File: config.mk
export PLATFORM = sky130hd
export DESIGN_NAME = integer_to_ascii_formatter_top
export DESIGN_NICKNAME = d
export VERILOG_FILES = /design/src/hw/rtl/itaf_pkg.sv /design/src/hw/rtl/itaf_seq.sv /design/src/hw/rtl/itaf_dp.sv /design/src/hw/rtl/integer_to_ascii_formatter_top.sv
export SDC_FILE = /design/constraint.sdc
export NUM_CORES = 1
export LEC_CHECK = 0
export BUFFER_PORTS_ARGS = -buffer_cell sky130_fd_sc_hd__clkbuf_2
export CAP_MARGIN = 0
export CORE_UTILIZATION = 64
export CTS_BUF_LIST = sky130_fd_sc_hd__clkbuf_4 sky130_fd_sc_hd__clkbuf_8
export DETAILED_ROUTE_END_ITERATION = 7
export PLACE_DENSITY_LB_ADDON = 0.1
export SETUP_SLACK_MARGIN = 0.15
export SLEW_MARGIN = 20
export SYNTH_ARGS = -nofsm -noshare
export SYNTH_HDL_FRONTEND = slang
export SYNTH_HIERARCHICAL = 1
export SYNTH_SLANG_ARGS = --single-unit
File: constraint.sdc
create_clock -name clk_i -period 10.1 [get_ports clk_i]
set_input_delay 2.02 -clock clk_i [delete_from_list [all_inputs] [get_ports clk_i]]
set_output_delay 2.02 -clock clk_i [all_outputs]
set_load 0.02 [all_outputs]
File: src/hw/rtl/itaf_pkg.sv
// ----------------------------------------------------------------------------
// itaf_pkg: shared types, constants and microcode for the integer formatter
// Holds the control word layout, the program ROM and the character codes.
// ----------------------------------------------------------------------------
package itaf_pkg;

  localparam int unsigned OUT_LIMIT_DEF = 62;
  localparam int unsigned VAL_W         = 64;
  localparam int unsigned ND_MAX        = 20;           // decimal digits of 2^64-1
  localparam int unsigned BCD_W         = 4 * ND_MAX;
  localparam int unsigned ND_W          = 5;
  localparam int unsigned CNT_W         = 7;
  localparam int unsigned DABBLE_N      = VAL_W;
  localparam int unsigned UPC_W         = 4;

  localparam logic [7:0] CH_ZERO  = 8'h30;  // '0'
  localparam logic [7:0] CH_MINUS = 8'h2d;  // '-'
  localparam logic [7:0] CH_UA    = 8'h41;  // 'A'
  localparam logic [7:0] CH_LA    = 8'h61;  // 'a'
  localparam logic [7:0] CH_UX    = 8'h58;  // 'X'
  localparam logic [7:0] CH_LX    = 8'h78;  // 'x'
  localparam logic [7:0] CH_QUEST = 8'h3f;  // '?'
  localparam logic [7:0] CH_SPACE = 8'h20;  // ' '
  localparam logic [3:0] DEC_BASE = 4'd10;

  typedef enum logic [2:0] {
    UOP_WAIT,
    UOP_NOP,
    UOP_DABBLE,
    UOP_NORM,
    UOP_CALC,
    UOP_EMIT
  } uop_e;

  typedef enum logic [2:0] {
    CHR_QUEST,
    CHR_SPACE,
    CHR_MINUS,
    CHR_ZERO,
    CHR_X,
    CHR_DIGIT
  } chr_e;

  // repeat count of a step, loaded when the step is entered
  typedef enum logic [2:0] {
    SRC_NONE,
    SRC_DABBLE,
    SRC_QLEN,
    SRC_SP,
    SRC_NEG,
    SRC_PFX,
    SRC_Z,
    SRC_ND
  } src_e;

  typedef enum logic [1:0] {
    JC_NEVER,
    JC_ALWAYS,
    JC_OVF
  } jc_e;

  typedef struct packed {
    uop_e             op;
    chr_e             chr;
    src_e             src;
    jc_e              jc;
    logic [UPC_W-1:0] tgt;
  } ucw_t;

  typedef struct packed {
    uop_e op;
    chr_e chr;
    logic fire;
  } ctl_t;

  typedef struct packed {
    logic             out_free;
    logic             top_zero;
    logic             nd_gt1;
    logic             ovf;
    logic             rem_zero;
    logic [CNT_W-1:0] cnt_dabble;
    logic [CNT_W-1:0] cnt_qlen;
    logic [CNT_W-1:0] cnt_sp;
    logic [CNT_W-1:0] cnt_neg;
    logic [CNT_W-1:0] cnt_pfx;
    logic [CNT_W-1:0] cnt_z;
    logic [CNT_W-1:0] cnt_nd;
  } sts_t;

  localparam logic [UPC_W-1:0] STEP_WAIT   = 4'd0;
  localparam logic [UPC_W-1:0] STEP_SETTLE = 4'd1;
  localparam logic [UPC_W-1:0] STEP_DABBLE = 4'd2;
  localparam logic [UPC_W-1:0] STEP_NORM   = 4'd3;
  localparam logic [UPC_W-1:0] STEP_CALC   = 4'd4;
  localparam logic [UPC_W-1:0] STEP_ARM    = 4'd5;
  localparam logic [UPC_W-1:0] STEP_QFILL  = 4'd6;
  localparam logic [UPC_W-1:0] STEP_SPACE  = 4'd7;
  localparam logic [UPC_W-1:0] STEP_MINUS  = 4'd8;
  localparam logic [UPC_W-1:0] STEP_PFX0   = 4'd9;
  localparam logic [UPC_W-1:0] STEP_PFXX   = 4'd10;
  localparam logic [UPC_W-1:0] STEP_ZEROS  = 4'd11;
  localparam logic [UPC_W-1:0] STEP_DIGITS = 4'd12;

  function automatic ucw_t ucode(logic [UPC_W-1:0] a);
    ucw_t w;
    w = '{op: UOP_NOP, chr: CHR_QUEST, src: SRC_NONE, jc: JC_NEVER, tgt: STEP_WAIT};
    case (a)
      STEP_WAIT:   w.op = UOP_WAIT;
      STEP_SETTLE: w.op = UOP_NOP;
      STEP_DABBLE: begin w.op = UOP_DABBLE; w.src = SRC_DABBLE; end
      STEP_NORM:   w.op = UOP_NORM;
      STEP_CALC:   w.op = UOP_CALC;
      STEP_ARM:    w.op = UOP_NOP;
      STEP_QFILL:  begin
        w.op = UOP_EMIT; w.chr = CHR_QUEST; w.src = SRC_QLEN; w.jc = JC_OVF;
      end
      STEP_SPACE:  begin w.op = UOP_EMIT; w.chr = CHR_SPACE; w.src = SRC_SP;  end
      STEP_MINUS:  begin w.op = UOP_EMIT; w.chr = CHR_MINUS; w.src = SRC_NEG; end
      STEP_PFX0:   begin w.op = UOP_EMIT; w.chr = CHR_ZERO;  w.src = SRC_PFX; end
      STEP_PFXX:   begin w.op = UOP_EMIT; w.chr = CHR_X;     w.src = SRC_PFX; end
      STEP_ZEROS:  begin w.op = UOP_EMIT; w.chr = CHR_ZERO;  w.src = SRC_Z;   end
      STEP_DIGITS: begin
        w.op = UOP_EMIT; w.chr = CHR_DIGIT; w.src = SRC_ND; w.jc = JC_ALWAYS;
      end
      default:     begin w.op = UOP_WAIT; w.jc = JC_ALWAYS; end
    endcase
    return w;
  endfunction

  function automatic logic [7:0] digit_char(logic [3:0] d, logic up);
    logic [7:0] letter;
    letter = up ? CH_UA : CH_LA;
    if (d < DEC_BASE) begin
      return CH_ZERO + {4'd0, d};
    end
    return letter + {4'd0, d - DEC_BASE};
  endfunction

endpackage

File: src/hw/rtl/itaf_seq.sv
// ----------------------------------------------------------------------------
// itaf_seq: microcode sequencer
// Step counter, repeat counter and conditional jumps over the program ROM.
// ----------------------------------------------------------------------------
module itaf_seq (
  input  logic           clk_i,
  input  logic           rst_ni,
  input  logic           in_valid_i,
  input  itaf_pkg::sts_t sts_i,
  output itaf_pkg::ctl_t ctl_o,
  output logic           in_ready_o
);

  logic [itaf_pkg::UPC_W-1:0] upc_q, upc_d, upc_nxt;
  logic [itaf_pkg::CNT_W-1:0] cnt_q, cnt_d, cnt_nw;
  itaf_pkg::ucw_t             uw, nw;
  logic                       fire, done, taken;

  always_comb begin
    uw   = itaf_pkg::ucode(upc_q);
    fire = 1'b0;
    done = 1'b0;
    case (uw.op)
      itaf_pkg::UOP_WAIT: begin
        fire = in_valid_i;
        done = in_valid_i;
      end
      itaf_pkg::UOP_DABBLE: begin
        if (cnt_q == '0) done = 1'b1;
        else             fire = 1'b1;
      end
      itaf_pkg::UOP_EMIT: begin
        if (cnt_q == '0) done = 1'b1;
        else             fire = sts_i.out_free;
      end
      itaf_pkg::UOP_NORM: begin
        // drop leading zero digits, keep at least one
        if (sts_i.top_zero && sts_i.nd_gt1) fire = 1'b1;
        else                                 done = 1'b1;
      end
      default: begin
        fire = 1'b1;
        done = 1'b1;
      end
    endcase

    taken   = (uw.jc == itaf_pkg::JC_ALWAYS) || ((uw.jc == itaf_pkg::JC_OVF) && sts_i.ovf);
    upc_nxt = taken ? uw.tgt : upc_q + 1'b1;
    nw      = itaf_pkg::ucode(upc_nxt);

    case (nw.src)
      itaf_pkg::SRC_DABBLE: cnt_nw = sts_i.cnt_dabble;
      itaf_pkg::SRC_QLEN:   cnt_nw = sts_i.cnt_qlen;
      itaf_pkg::SRC_SP:     cnt_nw = sts_i.cnt_sp;
      itaf_pkg::SRC_NEG:    cnt_nw = sts_i.cnt_neg;
      itaf_pkg::SRC_PFX:    cnt_nw = sts_i.cnt_pfx;
      itaf_pkg::SRC_Z:      cnt_nw = sts_i.cnt_z;
      itaf_pkg::SRC_ND:     cnt_nw = sts_i.cnt_nd;
      default:              cnt_nw = '0;
    endcase

    upc_d = done ? upc_nxt : upc_q;
    if (done) begin
      cnt_d = cnt_nw;
    end else if (fire && (uw.op == itaf_pkg::UOP_DABBLE || uw.op == itaf_pkg::UOP_EMIT)) begin
      cnt_d = cnt_q - 1'b1;
    end else begin
      cnt_d = cnt_q;
    end
  end

  always_ff @(posedge clk_i or negedge rst_ni) begin
    if (!rst_ni) begin
      upc_q <= itaf_pkg::STEP_WAIT;
      cnt_q <= '0;
    end else begin
      upc_q <= upc_d;
      cnt_q <= cnt_d;
    end
  end

  assign ctl_o.op   = uw.op;
  assign ctl_o.chr  = uw.chr;
  assign ctl_o.fire = fire;
  assign in_ready_o = (uw.op == itaf_pkg::UOP_WAIT);

endmodule

File: src/hw/rtl/itaf_dp.sv
// ----------------------------------------------------------------------------
// itaf_dp: formatter datapath
// Operand load, double-dabble digit unit, layout arithmetic, output register.
// ----------------------------------------------------------------------------
module itaf_dp #(
  parameter int unsigned OUT_LIMIT = itaf_pkg::OUT_LIMIT_DEF
) (
  input  logic                        clk_i,
  input  logic                        rst_ni,
  input  itaf_pkg::ctl_t              ctl_i,
  output itaf_pkg::sts_t              sts_o,
  input  logic [itaf_pkg::VAL_W-1:0]  value_i,
  input  logic                        wide_i,
  input  logic                        is_signed_i,
  input  logic                        kind_i,
  input  logic                        upper_case_i,
  input  logic                        hex_prefix_i,
  input  logic                        zero_pad_i,
  input  logic [7:0]                  field_width_i,
  output logic                        out_valid_o,
  input  logic                        out_ready_i,
  output logic [7:0]                  char_out_o,
  output logic                        last_o
);

  localparam int unsigned FW_W  = $clog2(OUT_LIMIT);
  localparam int unsigned REM_W = $clog2(OUT_LIMIT + 2);
  localparam int unsigned VW    = itaf_pkg::VAL_W;
  localparam int unsigned BW    = itaf_pkg::BCD_W;
  localparam int unsigned NW    = itaf_pkg::ND_W;
  localparam int unsigned CW    = itaf_pkg::CNT_W;

  logic [VW-1:0]    bin_q;
  logic [BW-1:0]    bcd_q, adj;
  logic [NW-1:0]    nd_q;
  logic             neg_q, hex_q, up_q, pfx_q, zp_q;
  logic [FW_W-1:0]  fw_q, sp_q, z_q;
  logic             ovf_q;
  logic [REM_W-1:0] rem_q;
  logic             out_valid_q, out_last_q;
  logic [7:0]       out_char_q;

  logic [VW-1:0]    mag_w, mag;
  logic [31:0]      mag_n;
  logic             top_bit, neg_in;
  logic [FW_W-1:0]  fw_in, nd_ext, fwe, s, sp_c, z_c, plen;
  logic [REM_W-1:0] total_c;
  logic             ovf_c, emit;
  logic [7:0]       chr_sel;

  // operand magnitude; only signed decimal is negated
  always_comb begin
    mag_w   = '0 - value_i;
    mag_n   = 32'd0 - value_i[31:0];
    top_bit = wide_i ? value_i[VW-1] : value_i[31];
    neg_in  = is_signed_i & ~kind_i & top_bit;
    if (wide_i) mag = neg_in ? mag_w : value_i;
    else        mag = {32'd0, (neg_in ? mag_n : value_i[31:0])};
    fw_in   = (field_width_i >= 8'(OUT_LIMIT)) ? FW_W'(OUT_LIMIT - 1)
                                              : field_width_i[FW_W-1:0];
  end

  // add-3 correction on every BCD digit before the shift
  always_comb begin
    adj = bcd_q;
    for (int i = 0; i < itaf_pkg::ND_MAX; i++) begin
      if (bcd_q[4*i +: 4] >= 4'd5) adj[4*i +: 4] = bcd_q[4*i +: 4] + 4'd3;
    end
  end

  // layout: spaces, sign, prefix, zeros, digits
  always_comb begin
    nd_ext  = FW_W'(nd_q);
    fwe     = (fw_q > nd_ext) ? fw_q : nd_ext;
    s       = fwe - nd_ext;
    plen    = FW_W'({pfx_q, neg_q});
    if (zp_q) begin
      sp_c = '0;
      z_c  = (s > plen) ? s - plen : '0;
    end else begin
      // the minus sign takes the place of the last space
      sp_c = (neg_q && s != '0) ? s - 1'b1 : s;
      z_c  = '0;
    end
    total_c = REM_W'(sp_c) + REM_W'(neg_q) + (pfx_q ? REM_W'(2) : '0)
            + REM_W'(z_c) + REM_W'(nd_q);
    ovf_c   = total_c > REM_W'(OUT_LIMIT - 1);
  end

  always_comb begin
    case (ctl_i.chr)
      itaf_pkg::CHR_QUEST: chr_sel = itaf_pkg::CH_QUEST;
      itaf_pkg::CHR_SPACE: chr_sel = itaf_pkg::CH_SPACE;
      itaf_pkg::CHR_MINUS: chr_sel = itaf_pkg::CH_MINUS;
      itaf_pkg::CHR_ZERO:  chr_sel = itaf_pkg::CH_ZERO;
      itaf_pkg::CHR_X:     chr_sel = up_q ? itaf_pkg::CH_UX : itaf_pkg::CH_LX;
      itaf_pkg::CHR_DIGIT: chr_sel = itaf_pkg::digit_char(bcd_q[BW-1 -: 4], up_q);
      default:             chr_sel = itaf_pkg::CH_QUEST;
    endcase
  end

  assign emit = ctl_i.fire && (ctl_i.op == itaf_pkg::UOP_EMIT);

  always_ff @(posedge clk_i) begin
    if (ctl_i.fire) begin
      case (ctl_i.op)
        itaf_pkg::UOP_WAIT: begin
          bin_q <= mag;
          bcd_q <= kind_i ? BW'(mag) : '0;
          nd_q  <= NW'(itaf_pkg::ND_MAX);
          neg_q <= neg_in;
          hex_q <= kind_i;
          up_q  <= upper_case_i;
          pfx_q <= kind_i & hex_prefix_i;
          zp_q  <= zero_pad_i;
          fw_q  <= fw_in;
        end
        itaf_pkg::UOP_DABBLE: begin
          bcd_q <= {adj[BW-2:0], bin_q[VW-1]};
          bin_q <= bin_q << 1;
        end
        itaf_pkg::UOP_NORM: begin
          bcd_q <= bcd_q << 4;
          nd_q  <= nd_q - 1'b1;
        end
        itaf_pkg::UOP_CALC: begin
          sp_q <= sp_c;
          z_q  <= z_c;
        end
        itaf_pkg::UOP_EMIT: begin
          out_char_q <= chr_sel;
          out_last_q <= (rem_q == REM_W'(1));
          if (ctl_i.chr == itaf_pkg::CHR_DIGIT) bcd_q <= bcd_q << 4;
        end
        default: ;
      endcase
    end
  end

  always_ff @(posedge clk_i or negedge rst_ni) begin
    if (!rst_ni) begin
      out_valid_q <= 1'b0;
      rem_q       <= '0;
      ovf_q       <= 1'b0;
    end else begin
      if (emit)             out_valid_q <= 1'b1;
      else if (out_ready_i) out_valid_q <= 1'b0;
      if (ctl_i.fire && ctl_i.op == itaf_pkg::UOP_CALC) begin
        ovf_q <= ovf_c;
        rem_q <= ovf_c ? REM_W'(OUT_LIMIT - 1) : total_c;
      end else if (emit) begin
        rem_q <= rem_q - 1'b1;
      end
    end
  end

  assign sts_o.out_free   = !out_valid_q || out_ready_i;
  assign sts_o.top_zero   = (bcd_q[BW-1 -: 4] == 4'd0);
  assign sts_o.nd_gt1     = (nd_q > NW'(1));
  assign sts_o.ovf        = ovf_q;
  assign sts_o.rem_zero   = (rem_q == '0);
  assign sts_o.cnt_dabble = hex_q ? '0 : CW'(itaf_pkg::DABBLE_N);
  assign sts_o.cnt_qlen   = ovf_q ? CW'(OUT_LIMIT - 1) : '0;
  assign sts_o.cnt_sp     = CW'(sp_q);
  assign sts_o.cnt_neg    = CW'(neg_q);
  assign sts_o.cnt_pfx    = CW'(pfx_q);
  assign sts_o.cnt_z      = CW'(z_q);
  assign sts_o.cnt_nd     = CW'(nd_q);

  assign out_valid_o = out_valid_q;
  assign char_out_o  = out_char_q;
  assign last_o      = out_last_q;

endmodule

File: src/hw/rtl/integer_to_ascii_formatter_top.sv
// Timing: a decimal item first runs the 64-step double-dabble loop, a hex
//   item skips it; the characters then go out one per cycle while the output
//   is not stalled.
// Throughput: one item at a time; input ready returns in the cycle after the
//   last character of the run has been loaded into the output register.
// Reset: asynchronous, active low; the block comes up waiting for an item.
// ----------------------------------------------------------------------------
// integer_to_ascii_formatter_top: printf-style integer to ASCII converter
// Microcoded sequencer driving a digit unit and a character output stage.
// ----------------------------------------------------------------------------
module integer_to_ascii_formatter_top #(
  parameter int unsigned OUT_LIMIT = itaf_pkg::OUT_LIMIT_DEF
) (
  input  logic                       clk_i,
  input  logic                       rst_ni,
  input  logic                       in_valid_i,
  output logic                       in_ready_o,
  input  logic [itaf_pkg::VAL_W-1:0] value_i,
  input  logic                       wide_i,
  input  logic                       is_signed_i,
  input  logic                       kind_i,
  input  logic                       upper_case_i,
  input  logic                       hex_prefix_i,
  input  logic                       zero_pad_i,
  input  logic [7:0]                 field_width_i,
  output logic                       out_valid_o,
  input  logic                       out_ready_i,
  output logic [7:0]                 char_out_o,
  output logic                       last_o
);

  itaf_pkg::ctl_t ctl;
  itaf_pkg::sts_t sts;

  itaf_seq u_seq (
    .clk_i      (clk_i),
    .rst_ni     (rst_ni),
    .in_valid_i (in_valid_i),
    .sts_i      (sts),
    .ctl_o      (ctl),
    .in_ready_o (in_ready_o)
  );

  itaf_dp #(
    .OUT_LIMIT (OUT_LIMIT)
  ) u_dp (
    .clk_i         (clk_i),
    .rst_ni        (rst_ni),
    .ctl_i         (ctl),
    .sts_o         (sts),
    .value_i       (value_i),
    .wide_i        (wide_i),
    .is_signed_i   (is_signed_i),
    .kind_i        (kind_i),
    .upper_case_i  (upper_case_i),
    .hex_prefix_i  (hex_prefix_i),
    .zero_pad_i    (zero_pad_i),
    .field_width_i (field_width_i),
    .out_valid_o   (out_valid_o),
    .out_ready_i   (out_ready_i),
    .char_out_o    (char_out_o),
    .last_o        (last_o)
  );

`ifndef SYNTHESIS
  a_busy_after_accept: assert property (@(posedge clk_i) disable iff (!rst_ni)
    in_valid_i && in_ready_o |=> !in_ready_o)
    else $error("input taken again right after an accept");

  a_idle_owes_nothing: assert property (@(posedge clk_i) disable iff (!rst_ni)
    in_ready_o |-> sts.rem_zero)
    else $error("waiting for input with characters still owed");

  a_emit_is_owed: assert property (@(posedge clk_i) disable iff (!rst_ni)
    ctl.fire && ctl.op == itaf_pkg::UOP_EMIT |-> !sts.rem_zero)
    else $error("character beat emitted beyond the run length");
`endif

endmodule

Word-level counts from Yosys, hierarchy flattened

Cells that the tools add are included.
W data, S select, Z words.

Bits in registers: 200
Logic and storage cells: 221
Output and inout port bits: 11

Mux-type cells: 64
Add/sub/neg operators: 36
$lt $le $gt $ge: 26
Reductions and logical operators: 33
Equality and inequality tests: 40
Bitwise gates (word level): 4

Operator list:

| operator                | count |
|---|---|
| $pmux W80 S4            | 1 |
| $mux W64                | 3 |
| $pmux W64 S2            | 1 |
| $ge A4 B3 Y1 const B    | 20 |
| $mux W4                 | 20 |
| $mux W80                | 1 |
| $add A4 B2 Y4 const B   | 19 |
| $mux W6                 | 11 |
| $sub A1 B64 Y64 const A | 1 |
| $pmux W7 S7             | 1 |
| $eq A4 B4 Y1 const B    | 10 |
| $pmux W8 S5             | 1 |
| $mux W32                | 1 |
| $sub A1 B32 Y32 const A | 1 |
| $pmux W3 S5             | 2 |
| $eq A3 B3 Y1 const B    | 8 |
| $eq A4 B3 Y1 const B    | 6 |
| $mux W7                 | 3 |
| $pmux W3 S7             | 1 |
| $eq A3 B2 Y1 const B    | 6 |
| $mux W8                 | 2 |
| $add A6 B6 Y6           | 2 |
| $eq A4 B2 Y1 const B    | 3 |
| $sub A6 B1 Y6 const B   | 2 |
| other kinds (46)        | 77 |

Depth between registers and ports, before layout

Word-level depth: 14
Gate-level depth with buffers: 31

Modules after synthesis

The synthesis kept the hierarchy.

Modules (own cells, without submodules):

| module   | area each (µm²) | cells each | instances |
|---|---|---|---|
| itaf_dp  | 13,031.2        | 1,380      | 1 |
| itaf_seq | 1,756.7         | 229        | 1 |

Worst setup path before layout

No wires, ideal clock.

Path kind: input to register
Start: input port out_ready_i
End: register u_dp.nd_q[0] (enable)
Path buffers: 1
Slack: 1.395 ns
Cell stages on the path: 8
Required time: 9.790 ns
Data arrival time: 8.394 ns
Cell sequence: nand2b_1 > a31oi_1 > nor3_2 > a311o_1 > buf_4 > nor3b_1 > and2_1 > a21o_1

Cells in the longest elaborated chain, start to end: 4

Ends and longest elaborated chain:

| what                               | RTL line                             | source |
|---|---|---|
| start: declaration                 | integer_to_ascii_formatter_top.sv:27 | `input logic out_ready_i,` |
| $logic_or A1 B1 Y1                 | itaf_dp.sv:157                       | `assign sts_o.out_free = !out_valid_q \|\| out_ready_i;` |
| $mux W1                            | itaf_seq.sv:33                       | `if (cnt_q == '0) done = 1'b1;` |
| $pmux W1 S4                        | itaf_seq.sv:23                       | `case (uw.op)` |
| named net u_seq.fire               | itaf_seq.sv:17                       | `logic fire, done, taken;` |
| $reduce_and A2 Y1 (no source line) | -                                    |  |
| end signal: assignment             | itaf_dp.sv:110                       | `nd_q <= NW'(itaf_pkg::ND_MAX);` |
| end signal: assignment             | itaf_dp.sv:124                       | `nd_q <= nd_q - 1'b1;` |
| end: declaration                   | itaf_dp.sv:35                        | `logic [NW-1:0] nd_q;` |

The timed path passes the listed nets, and every way through them passes these cells.
A chain may end at the register's enable or synchronous reset.

Worst setup path in the final report

Start: register u_dp.nd_q[1]
End: register u_dp.rem_q[1]

Cells in the longest elaborated chain, start to end: 14

Ends and longest elaborated chain:

| what                                                  | RTL line       | source |
|---|---|---|
| branches (longest 14 deep; another with $gt A6 B5 Y1) | -              |  |
| end signal: assignment                                | itaf_dp.sv:150 | `rem_q <= ovf_c ? REM_W'(OUT_LIMIT - 1) : total_c;` |
| end signal: assignment                                | itaf_dp.sv:152 | `rem_q <= rem_q - 1'b1;` |
| end: declaration                                      | itaf_dp.sv:39  | `logic [REM_W-1:0] rem_q;` |

Several ways; the timed one is not identified.

==> impl_metrics.env <==
export IMPL_skew_ns=0.0220
export IMPL_place_inst=1912
export IMPL_path_max_fanout=9
export IMPL_path_clk_slew_ns=0.11
export IMPL_gp_congestion=0.912
export IMPL_fin_nets=1813
export IMPL_drive_gt1_share_pct=10.7
export IMPL_crit_path_start="u_dp/nd_q[1]"
export IMPL_drv_cap=0
export IMPL_setup_viol=0
export IMPL_finalCritPeriodShare_pct=72.4
export IMPL_clock_latency_ns=0.48
export IMPL_grt_pass1_vias=11900
export IMPL_grt_pass1_wl_mm=58.5
export IMPL_dr_first_iter_drc_count=1127
export IMPL_slowest_delay_ns=0.76
export IMPL_ys_warn_count=6
export IMPL_worstSetupStartpointType="flop"
export IMPL_rsz0062_at_grt="false"
export IMPL_slew_headroom_pct=28.4
export IMPL_tritoncts_num_buffers=17
export IMPL_slowest_stage="o31ai_1"
export IMPL_cp_data_required_time_ns=10.46
export IMPL_antenna_cells=0
export IMPL_cts_max_path_buffers=2
export IMPL_syn_to_final_growth_pct=5.60
export IMPL_r2r_start="u_dp/nd_q[1]"
export IMPL_stdcell_area_sq_um=15600
export IMPL_clock_root_buffer="clkbuf_8"
export IMPL_crit_arrival_ns=7.67
export IMPL_tightest_slew_ns=1.07
export IMPL_critPathKind="flop to flop"
export IMPL_core_sq_um=22600
export IMPL_grt_antenna_before_repair=0
export IMPL_dieArea_sq_um=23700
export IMPL_postCtsHoldBufs=0
export IMPL_via_per_inst=6.33
export IMPL_htreeDepth=4
export IMPL_final_cells=1944
export IMPL_start_util_pct=65.3
export IMPL_reg2reg_slack_ns=2.79
export IMPL_fmax_mhz=137
export IMPL_grt_max_degree=99
export IMPL_cts_sinks=199
export IMPL_endpoint="u_dp/rem_q[1]"
export IMPL_post_synth_cell_area_avg_sq_um=9.19
export IMPL_min_period_ns=7.31
export IMPL_drv_slew=0
export IMPL_setup_tns_ns=0
export IMPL_wl_per_cell_um=18.2
export IMPL_drc_errors=0
export IMPL_cts_resized=0
export IMPL_reg2reg_depth=29
export IMPL_postCtsSetupBuffers=0
export IMPL_die_x_um=154
export IMPL_dpl_hpwl_mm=24.7
export IMPL_ant_nets=0
export IMPL_port_buffers=91
export IMPL_overflow=0
export IMPL_routed_wl_mm=35.4
export IMPL_hold_slack_ns=0.530
export IMPL_synth_cells=1608
export IMPL_ios=93
export IMPL_cts_tree="yes"
export IMPL_endpoint_kind="flop"
export IMPL_hold_class="flop to flop"
export IMPL_r2r_end="u_dp/rem_q[1]"
export IMPL_rows=55
export IMPL_track_usage_pct=30.6
export IMPL_status="complete, no violations"
export IMPL_syn_area_sq_um=14800
export IMPL_drtPass1Iterations=5
export IMPL_placed_cell_area_sq_um=15200
export IMPL_via_count=12300
export IMPL_finalHoldViolCount=0
export IMPL_die_y_um=154
area by class of cell:
class | count | area (sq um)
multi-input cells | 1222 | 8030
flip-flops and latches | 199 | 5880
inverters | 103 | 387
clock buffers | 18 | 241
clock inverters | 14 | 166
well taps | 285 | 357
fillers | 1813 | 7030
repair buffers | 103 | 546
routing by layer:
layer / routed length [um] / GRT usage (%)
met3: 2360 / 4.99
met4: 782 / 10.1
met2: 17100 / 51.9
met1: 15300 / 40.0
met5: 0 / 0
worst max-delay path, delay by kind of cell, from the launching register on:
family / cells / cell delay, ns
XOR/XNOR: 3 / 0.79
adder cells (fa/ha/maj): 7 / 2.43
AO/OA/AOI/OAI: 10 / 2.50
buffers and inverters: 4 / 0.44
multiplexers: 1 / 0.19
flip-flops: 1 / 0.44
AND/OR/NAND/NOR: 4 / 0.39
per-stage QoR:
stage	util (%)	setup slack [ns]
after global routing	68.9	2.30
after CTS	68.9	2.84
after floorplan	-	1.40
final	68.9	2.79
after detailed placement	67.1	2.90
after global placement	67.1	3.08
worst min path at each step:
stage | endpoint | depth (start not counted) | slack (ns) | startpoint
final | u_dp/bin_q[39] | 2 | 0.53 | u_dp/bin_q[38]
after global routing | u_dp/bin_q[39] | 2 | 0.54 | u_dp/bin_q[38]
after CTS | u_dp/bin_q[39] | 2 | 0.52 | u_dp/bin_q[38]
after detailed placement | u_dp/bin_q[48] | 2 | 0.51 | u_dp/bin_q[47]
after global placement | u_dp/bin_q[36] | 2 | 0.50 | u_dp/bin_q[35]
after floorplan | u_dp/bin_q[63] | 2 | 0.49 | u_dp/bin_q[62]
registers in the layout, indices dropped and copies added (netlist names):
register / count
u_dp/bcd_q: 80
u_dp/bin_q: 64
u_dp/char_out_o: 7
u_seq/cnt_q: 7
u_dp/fw_q: 6
u_dp/rem_q: 6
u_dp/sp_q: 6
u_dp/z_q: 6
u_dp/nd_q: 5
u_seq/upc_q: 4
u_dp/hex_q: 1
u_dp/last_o: 1
u_dp/neg_q: 1
u_dp/out_valid_o: 1
u_dp/ovf_q: 1
u_dp/pfx_q: 1
u_dp/up_q: 1
u_dp/zp_q: 1
placed cells by master, fill, tap and decap left out, types with 36 or more instances in the layout:
cell type	n
edfxtp_1	180
clkbuf_2	91
inv_1	101
nand2b_1	36
ha_1	76
a21oi_1	140
nor2_1	137
nand2_1	128
xor2_1	42
a22oi_1	61
o21ai_0	144
xnor2_1	63
nor3_1	39
Power is not shown: default switching activity piles up to over one toggle a cycle in this logic, so the estimate is an artifact.
